File: src/hdl/alu8_pkg.sv
`default_nettype none

package alu8_pkg;

	localparam int unsigned W = 8;
	localparam int unsigned PW = 2 * W;
	localparam int unsigned N_CELLS = W;

	typedef enum logic [1:0] {
		OP_ADD,
		OP_SUB,
		OP_MUL,
		OP_DIV
	} op_t;

	// everything one transaction carries down the cell chain
	typedef struct packed {
		op_t            op;
		logic           sa;
		logic           sb;
		logic [W-1:0]   sum;
		logic           add_ovf;
		logic [W-1:0]   dvd;
		logic [W-1:0]   dsr;
		logic [W-1:0]   rem;
		logic [W-1:0]   quo;
		logic [PW-1:0]  mcand;
		logic [W-1:0]   mplier;
		logic [PW-1:0]  acc;
	} cell_t;

endpackage

`default_nettype wire

File: src/hdl/alu8_cell.sv
`default_nettype none

module alu8_cell (
	input  wire            clk,
	input  wire            arst_n,
	input  wire            up_valid,
	output logic           up_ready,
	input  alu8_pkg::cell_t up_data,
	output logic           dn_valid,
	input  wire            dn_ready,
	output alu8_pkg::cell_t dn_data
);
	import alu8_pkg::*;

	cell_t        nxt;
	logic [W-1:0] shifted;
	logic         valid_q;
	cell_t        data_q;

	// one restoring division step and one shift-add multiply step
	always_comb begin
		nxt = up_data;
		shifted = {up_data.rem[W-2:0], up_data.dvd[W-1]};
		nxt.dvd = {up_data.dvd[W-2:0], 1'b0};
		if (shifted >= up_data.dsr) begin
			nxt.rem = shifted - up_data.dsr;
			nxt.quo = {up_data.quo[W-2:0], 1'b1};
		end else begin
			nxt.rem = shifted;
			nxt.quo = {up_data.quo[W-2:0], 1'b0};
		end
		if (up_data.mplier[0]) begin
			nxt.acc = up_data.acc + up_data.mcand;
		end
		nxt.mcand = {up_data.mcand[PW-2:0], 1'b0};
		nxt.mplier = {1'b0, up_data.mplier[W-1:1]};
	end

	assign up_ready = !valid_q || dn_ready;

	always_ff @(posedge clk or negedge arst_n) begin
		if (!arst_n) begin
			valid_q <= 1'b0;
		end else if (up_ready) begin
			valid_q <= up_valid;
		end
	end

	always_ff @(posedge clk) begin
		if (up_ready && up_valid) begin
			data_q <= nxt;
		end
	end

	assign dn_valid = valid_q;
	assign dn_data = data_q;

endmodule

`default_nettype wire

File: src/hdl/alu8_out.sv
`default_nettype none

module alu8_out (
	input  wire            clk,
	input  wire            arst_n,
	input  wire            up_valid,
	output logic           up_ready,
	input  alu8_pkg::cell_t up_data,
	output logic           out_valid,
	input  wire            out_ready,
	output logic [7:0]     result_a,
	output logic [7:0]     result_q,
	output logic           overflow_flag
);
	import alu8_pkg::*;

	logic [PW-1:0] prod;
	logic [W-1:0]  quo_s;
	logic [W-1:0]  rem_s;
	logic          p_neg;
	logic          p_pos;
	logic          q_neg;
	logic          q_pos;
	logic [W-1:0]  ra_n;
	logic [W-1:0]  rq_n;
	logic          ovf_n;
	logic          out_valid_q;
	logic [W-1:0]  result_a_q;
	logic [W-1:0]  result_q_q;
	logic          overflow_q;

	always_comb begin
		prod = (up_data.sa != up_data.sb) ? (~up_data.acc + 1'b1) : up_data.acc;
		quo_s = (up_data.sa != up_data.sb) ? (~up_data.quo + 1'b1) : up_data.quo;
		rem_s = up_data.sa ? (~up_data.rem + 1'b1) : up_data.rem;
		p_neg = prod[PW-1];
		p_pos = (prod != '0) && !p_neg;
		q_neg = quo_s[W-1];
		q_pos = (quo_s != '0) && !q_neg;
		case (up_data.op)
			OP_ADD, OP_SUB: begin
				ra_n = up_data.sum;
				rq_n = '0;
				ovf_n = up_data.add_ovf;
			end
			OP_MUL: begin
				ra_n = prod[PW-1:W];
				rq_n = prod[W-1:0];
				ovf_n = ((up_data.sa == up_data.sb) && p_neg)
					|| ((up_data.sa != up_data.sb) && p_pos);
			end
			OP_DIV: begin
				if (up_data.dsr == '0) begin
					ra_n = '0;
					rq_n = '0;
					ovf_n = 1'b1;
				end else begin
					ra_n = rem_s;
					rq_n = quo_s;
					ovf_n = ((up_data.sa == up_data.sb) && q_neg)
						|| ((up_data.sa != up_data.sb) && q_pos);
				end
			end
			default: begin
				ra_n = '0;
				rq_n = '0;
				ovf_n = 1'b0;
			end
		endcase
	end

	assign up_ready = !out_valid_q || out_ready;

	always_ff @(posedge clk or negedge arst_n) begin
		if (!arst_n) begin
			out_valid_q <= 1'b0;
		end else if (up_ready) begin
			out_valid_q <= up_valid;
		end
	end

	always_ff @(posedge clk) begin
		if (up_ready && up_valid) begin
			result_a_q <= ra_n;
			result_q_q <= rq_n;
			overflow_q <= ovf_n;
		end
	end

	assign out_valid = out_valid_q;
	assign result_a = result_a_q;
	assign result_q = result_q_q;
	assign overflow_flag = overflow_q;

endmodule

`default_nettype wire

File: src/hdl/signed_8bit_alu_add_sub_mul_div.sv
// signed 8-bit alu: add, subtract, multiply, restoring divide
//
// input channel: in_valid / in_ready with operation, operand_a, operand_b.
// output channel: out_valid / out_ready with result_a, result_q, overflow_flag.
// every accepted transaction gives exactly one result, in order.
//
// the datapath is a row of eight cells, each producing one quotient bit and one
// partial product of the multiply, then the output register that forms the
// signed result and the flag; the first cell loads on the accepting edge.
// throughput is one transaction per cycle while the receiver does not stall;
// every stage of the cell row holds one transaction and hands it on each cycle
// that the stage below it is ready.
//
// when the receiver stalls, the output register holds its result and ready
// travels back through the row, so empty stages keep filling; in_ready drops
// only once every stage holds a transaction.
// reset clears all stage valid bits; the block is empty and ready afterwards.
`default_nettype none

module signed_8bit_alu_add_sub_mul_div (
	input  wire        clk,
	input  wire        arst_n,
	input  wire        in_valid,
	output logic       in_ready,
	input  wire [1:0]  operation,
	input  wire [7:0]  operand_a,
	input  wire [7:0]  operand_b,
	output logic       out_valid,
	input  wire        out_ready,
	output logic [7:0] result_a,
	output logic [7:0] result_q,
	output logic       overflow_flag
);
	import alu8_pkg::*;

	cell_t        data [0:N_CELLS];
	logic         valid [0:N_CELLS];
	logic         ready [0:N_CELLS];
	logic [W-1:0] neg_b;
	logic [W-1:0] addend;
	logic [W-1:0] a_mag;
	logic [W-1:0] b_mag;

	always_comb begin
		neg_b = ~operand_b + 1'b1;
		addend = (op_t'(operation) == OP_SUB) ? neg_b : operand_b;
		a_mag = operand_a[W-1] ? (~operand_a + 1'b1) : operand_a;
		b_mag = operand_b[W-1] ? neg_b : operand_b;

		data[0].op = op_t'(operation);
		data[0].sa = operand_a[W-1];
		data[0].sb = operand_b[W-1];
		data[0].sum = operand_a + addend;
		data[0].add_ovf = (operand_a[W-1] == addend[W-1])
			&& (data[0].sum[W-1] != operand_a[W-1]);
		data[0].dvd = a_mag;
		data[0].dsr = b_mag;
		data[0].rem = '0;
		data[0].quo = '0;
		data[0].mcand = {{W{1'b0}}, a_mag};
		data[0].mplier = b_mag;
		data[0].acc = '0;
	end

	assign valid[0] = in_valid;
	assign in_ready = ready[0];

	for (genvar k = 0; k < N_CELLS; k++) begin : g_cell
		alu8_cell u_cell (
			.clk      (clk),
			.arst_n   (arst_n),
			.up_valid (valid[k]),
			.up_ready (ready[k]),
			.up_data  (data[k]),
			.dn_valid (valid[k+1]),
			.dn_ready (ready[k+1]),
			.dn_data  (data[k+1])
		);
	end

	alu8_out u_out (
		.clk           (clk),
		.arst_n        (arst_n),
		.up_valid      (valid[N_CELLS]),
		.up_ready      (ready[N_CELLS]),
		.up_data       (data[N_CELLS]),
		.out_valid     (out_valid),
		.out_ready     (out_ready),
		.result_a      (result_a),
		.result_q      (result_q),
		.overflow_flag (overflow_flag)
	);

	// an accepted transaction lands in the first cell
	a_enter: assert property (@(posedge clk) disable iff (!arst_n)
		in_valid && in_ready |=> valid[1])
		else $error("accepted transaction did not enter the cell row");

	// a stalled result must hold back the last cell
	a_stall: assert property (@(posedge clk) disable iff (!arst_n)
		out_valid && !out_ready |-> !ready[N_CELLS])
		else $error("last cell released while output is stalled");

	// restoring division keeps the partial remainder below the divisor
	a_rem: assert property (@(posedge clk) disable iff (!arst_n)
		valid[N_CELLS] && data[N_CELLS].op == OP_DIV && data[N_CELLS].dsr != '0
		|-> data[N_CELLS].rem < data[N_CELLS].dsr)
		else $error("division remainder not below divisor");

	// magnitude product never exceeds 128 * 128
	a_prod: assert property (@(posedge clk) disable iff (!arst_n)
		valid[N_CELLS] && data[N_CELLS].op == OP_MUL
		|-> data[N_CELLS].acc <= 16'd16384)
		else $error("magnitude product out of range");

endmodule

`default_nettype wire
File: config.mk
export PLATFORM = sky130hd
export DESIGN_NAME = signed_8bit_alu_add_sub_mul_div
export DESIGN_NICKNAME = d
export VERILOG_FILES = /design/src/hdl/alu8_pkg.sv /design/src/hdl/alu8_cell.sv /design/src/hdl/alu8_out.sv /design/src/hdl/signed_8bit_alu_add_sub_mul_div.sv
export SDC_FILE = /design/constraint.sdc
export NUM_CORES = 1
export LEC_CHECK = 0
export BUFFER_PORTS_ARGS = -buffer_cell sky130_fd_sc_hd__buf_4
export CORE_UTILIZATION = 45
export DETAILED_ROUTE_END_ITERATION = 10
export GPL_TIMING_DRIVEN = 0
export PLACE_DENSITY_LB_ADDON = 0.25
export REMOVE_ABC_BUFFERS = 1
export SLEW_MARGIN = 25
export SYNTH_ARGS = -nofsm -noshare
export SYNTH_HDL_FRONTEND = slang
export SYNTH_SLANG_ARGS = --single-unit
File: constraint.sdc
create_clock -name clk -period 6.01 [get_ports clk]
set_input_delay 0.3005 -clock clk [delete_from_list [all_inputs] [get_ports clk]]
set_output_delay 0.3005 -clock clk [all_outputs]
set_load 0.005 [all_outputs]
After elaboration in Yosys (flattened, before gate mapping)
Index checks and enable logic that the tools add are counted.
Storage, ports and cells
  register bits after elaboration: 548
  output and inout bits: 19
  word-level logic and storage cells: 219
Cells by class
  add/sub/neg operators: 21
  order comparisons: 8
  eq/ne operators: 8
  mux-type cells: 27
  bitwise gates (word level): 5
  reduce and logical (&&, ||, !) cells: 43
Operators with widths (count)
  two-way mux 16 bit: 9
  two-way mux 15 bit: 6
  greater-or-equal comparator 8 bit: 7
  two-way mux 8 bit: 7
  one-hot mux 8 bit (3 select lines): 2
  subtractor 7 bit: 6
  adder 8 x 1 -> 8 bit (second input constant): 4
  NOT 8 bit: 4
  adder 16 x 1 -> 16 bit (second input constant): 1
  adder 16 x 10 -> 16 bit: 1
  adder 16 x 11 -> 16 bit: 1
  adder 16 x 12 -> 16 bit: 1
  adder 16 x 13 -> 16 bit: 1
  adder 16 x 14 -> 16 bit: 1
  adder 16 x 15 -> 16 bit: 1
  adder 16 x 9 -> 16 bit: 1
  logical AND 1 bit: 16
  NOT 16 bit: 1
  nonzero test 16 bit: 1
  zero test 1 bit: 11
  logical OR 1 bit: 11
  two-way mux 9 bit: 1
  adder 8 bit: 1
  greater-or-equal comparator 1 x 8 -> 1 bit: 1
  other kinds (12): 16

Depth between registers and ports, before layout
  depth in word-level cells: 11
  depth in mapped cells: 13

By module
From an unflattened synthesis, not the netlist that was laid out.
Second synthesis, totals
  cells, all modules: 2462
  area total of the unflattened synthesis: 33608.5 µm²
By module, submodules not included
  alu8_cell at g_cell[0].u_cell ...: instances 5, cells an instance 272, area each 3920.0 µm²
  alu8_cell at g_cell[1].u_cell: instances 1, cells an instance 273, area each 3930.0 µm²
  alu8_cell at g_cell[6].u_cell: instances 1, cells an instance 272, area each 3901.2 µm²
  alu8_cell at g_cell[7].u_cell: instances 1, cells an instance 273, area each 3842.4 µm²
  alu8_out: instances 1, cells an instance 190, area each 1665.3 µm²
  signed_8bit_alu_add_sub_mul_div: instances 1, cells an instance 94, area each 669.4 µm²

Worst setup path before layout
OpenSTA, ideal clock, no wires.
  kind: flip-flop to flip-flop
  start: register u_out.out_valid_q, in the netlist u_out.out_valid
  end: register g_cell[2].u_cell.data_q, in the netlist g_cell[2].u_cell.dn_data[0] (enable)
  setup time: 0.534 ns
  arrival: 4.572 ns
  slack: 0.904 ns
  cell stages (with the launch flop): 6
  buffers on the path: 0
  clock period less this slack: 5.106 ns
  cells stage by stage: dfrtp_1 nor2b_1 nand3_1 nor2_1 and2_1 a21boi_0
Between the ends
  cells in the longest elaborated chain, start to end: 9
RTL lines
  from (decl): line alu8_out.sv:27  | logic out_valid_q;
  from (signal assigned): line alu8_out.sv:78  | out_valid_q <= up_valid;
  zero test 1 bit: line alu8_out.sv:72  | assign up_ready = !out_valid_q || out_ready;
  logical OR 1 bit: line alu8_out.sv:72
  logical OR 1 bit (6 in series): line alu8_cell.sv:39  | assign up_ready = !valid_q || dn_ready;
  logical AND 1 bit: line alu8_cell.sv:50  | if (up_ready && up_valid) begin
  to (signal assigned): line alu8_cell.sv:51  | data_q <= nxt;
  to (decl): line alu8_cell.sv:18  | cell_t data_q;
No other way between the ends.
A chain may end at the register's enable or synchronous reset.

==> run summary <==
Outcome: finished, final reports clean
Routability Congestion: 0.861
Maximum vdd ir drop: 204 uV
Synthesized area per cell: 14.6 um^2
Post-synthesis adder-cell area fraction: 9.11%
CP Max Fanout: 7
RSZ-0062 raised after global routing: false
DIE HEIGHT: 216 um
Synth Cell Area: 0.0206 mm^2
Clock root buffer: clkbuf_16
Fin. max-slew vios: 0
# Max-Cap Violations: 0
NumNets Final: 1,662
DIE AREA: 0.0466 mm^2
WS Path Type: primary input to flip-flop
Global-route wire length before repair: 53.9 mm
RR Startpoint: g_cell[0].u_cell.dn_data[31]$_DFFE_PP_
Worst skew pair latency: 0.57 ns
HPWL after DPL: 24.8 mm
Pwr Density: 496 mW/mm^2
Non-filler cells, final: 2,135
Initial Util: 45.5%
Sink Count: 442
Area Growth Syn to Fin: 13.9%
Reg clk slew, reported paths: 0.06 ns
Core ar.: 0.0453 mm^2
Via/cell ratio: 4.97
Die Wd: 216 um
HP Start: operand_b[3]
CP Launch Type: primary input
Min Clock Period, post-route: 2.93 ns
Share of cells above drive strength 1: 15.2%
Post-synth cell types: 48
Synthesized flop and latch total: 442
Synth Area in Simple Gates: 5.81%
PortBufs: 40
Fin crit share: 48.8%
Detailed Route WL: 33.1 mm
Syn Inst Count: 1,412
Total I/O pin count: 41
Largest net degree at the start of global routing: 57
Post-synth EDFFs: 433
Asr flop ratio synth: 2.04%
Initial antenna violation count: 0
R2R Setup Slk: 3.15 ns
Ys flop type: edfxtp_1
Hold_ws: 0.0932 ns
Htree depth: 2
Via Count: 10,600
Via count of the first global-routing pass: 10,900
CTS buffer count: 45
Total grt overflow: 0
Main combinational cell family by area after synthesis: adder cells
Dpl cells: 2,044
Slew margin rel.: 51.8%
Total GRT Usage: 14.6%
Clock Path Buffers: 3
Row cnt: 78
Xor/xnor share of the synthesized area: 5.61%
Final setup viols: 0
Critical Path Source: operand_a[0]
Fin Setup TNS: 0 ns
Sequential element share of the synthesized area: 64.2%
Fmax: 0.341 GHz
DRC: 0
Setup crit end kind: flip-flop
WL per Instance: 15.5 um
Number of DRC markers in iteration 0: 475
Fin Clk Skew: 0.0175 ns
Lkg Pwr: 0.00910 uW
Hold WC Path Type: primary input to flip-flop
WP data arrival: 3.24 ns
Complex-gate fraction of the synthesized area: 7.00%
N_diodes: 0
Antenna Violating Nets Remaining: 0
Hold Vio Cnt, Final: 0
CTS tree: built
Yosys warning count: 0
Pre-antenna DRT Iters: 4
Share of synthesized area spent on multiplexers: 5.76%
Worst Path Required: 6.32 ns
Worst Tran Pin Value: 0.722 ns
-- synthesized netlist by cell type (all sizes together), types with 9 or more instances --
master    n  area [um^2]
xor2     37          324
nand4    11         68.8
a31oi    15         93.8
o21ai    45          251
nor2b    25          156
o21bai   18          135
fa       15          300
nand2    49          184
ha      126         1580
dfrtp     9          225
and2     13         81.3
nor2     58          225
a21o     37          278
o21a     15          113
nor3     13         70.1
mux2i    24          240
xnor2    95          832
nand2b   33          206
a21oi    53          265
clkbuf   17         63.8
mux2     84          946
edfxtp  433        13000
inv     120          450
-- area by class of cell --
cell class	count	area [um^2]
tap	600	751
multi-input combinational	833	6920
clock buffer	55	1180
fill	3787	21800
inverter	120	450
sequential	442	13200
clock inverter	28	359
timing repair buffer	57	582
-- kinds of logic after synthesis --
| kind of cell | Yosys count |
|---|---|
| AOI/OAI and AO/OA | 220 |
| muxes | 108 |
| and+or+nand+nor | 232 |
| adders and majority gates | 141 |
| xor gates and xnor gates | 132 |
| buffers and inverters | 137 |
| DFF | 442 |
-- power by group --
group	leakage (uW)	switching (uW)	internal [uW]	total [uW]
combinational	0.00399	1840	1750	3590
sequential	0.00435	511	4680	5190
clock	0.000751	1150	1720	2870
-- routing by layer --
| metal | vias up | track usage, % | part of all wire (%) |
|---|---|---|---|
| met5 | - | 0 | 0 |
| met3 | 68 | 2.61 | 3.0 |
| met2 | 140 | 26.7 | 51 |
| li1 | 5374 | - | - |
| met4 | 0 | 7.35 | 3.9 |
| met1 | 5019 | 16.1 | 42 |
-- worst max-delay path: stages --
cell and delay [ns]:
dlygate4sd3_1 0.53, buf_4 0.16, or3_1 0.35, or4b_2 0.73, ha_1 0.24, inv_1 0.06
ha_1 0.16, a21oi_1 0.05, nor4_1 0.22, nand2_1 0.25, mux2i_1 0.18
-- through the flow --
step / utilization [%] / instance area [um^2] / worst slack, ns / total power [uW]
finish: 51.8 / 23500 / 3.08 / 11600
global route: 51.8 / 23500 / 2.89 / 12400
CTS: 51.8 / 23500 / 3.11 / 11800
detailed placement: 48.2 / 21800 / 3.01 / 8850
global placement: 47.7 / 21600 / -0.343 / 8670
floorplan: - / 20500 / 0.904 / 7860
-- placed cells by master, fill, tap and decap left out, types with 40 or more instances in the layout --
master and n:
clkbuf_16 46, buf_4 40, edfxtp_1 433, inv_1 120, xnor2_1 94, mux2_2 84
a21oi_1 53, nor2_1 57, nand2_1 49, ha_1 126
-- registers in the layout, indices dropped and copies added, names as in the netlist --
name	cells
u_out.out_valid	1
u_out.overflow_flag	1
g_cell.u_cell.dn_data	416
g_cell.u_cell.dn_valid	8
u_out.result_q	8
u_out.result_a	8
-- path summary, 6_finish.rpt --
path,to,cells after the start
hold / removal,g_cell[0].u_cell.dn_data[59]$_DFFE_PP_,2
hold reg to reg,g_cell[4].u_cell.dn_data[41]$_DFFE_PP_,0
setup reg to reg,g_cell[1].u_cell.dn_data[52]$_DFFE_PP_,10
setup / recovery,g_cell[0].u_cell.dn_data[48]$_DFFE_PP_,11
max in group asynchronous,g_cell[0].u_cell.dn_valid$_DFFE_PN0N_,2
min in group asynchronous,g_cell[5].u_cell.dn_valid$_DFFE_PN0P_,2
-- timing repair --
item | 4_1_cts | 5_1_grt
buffers inserted | 0 | 0
resized for setup | 0 | 0
hold buffers | 8 | 0
endpoints found under the hold margin | 16 | 0
Power figures use the tool's default switching activity.
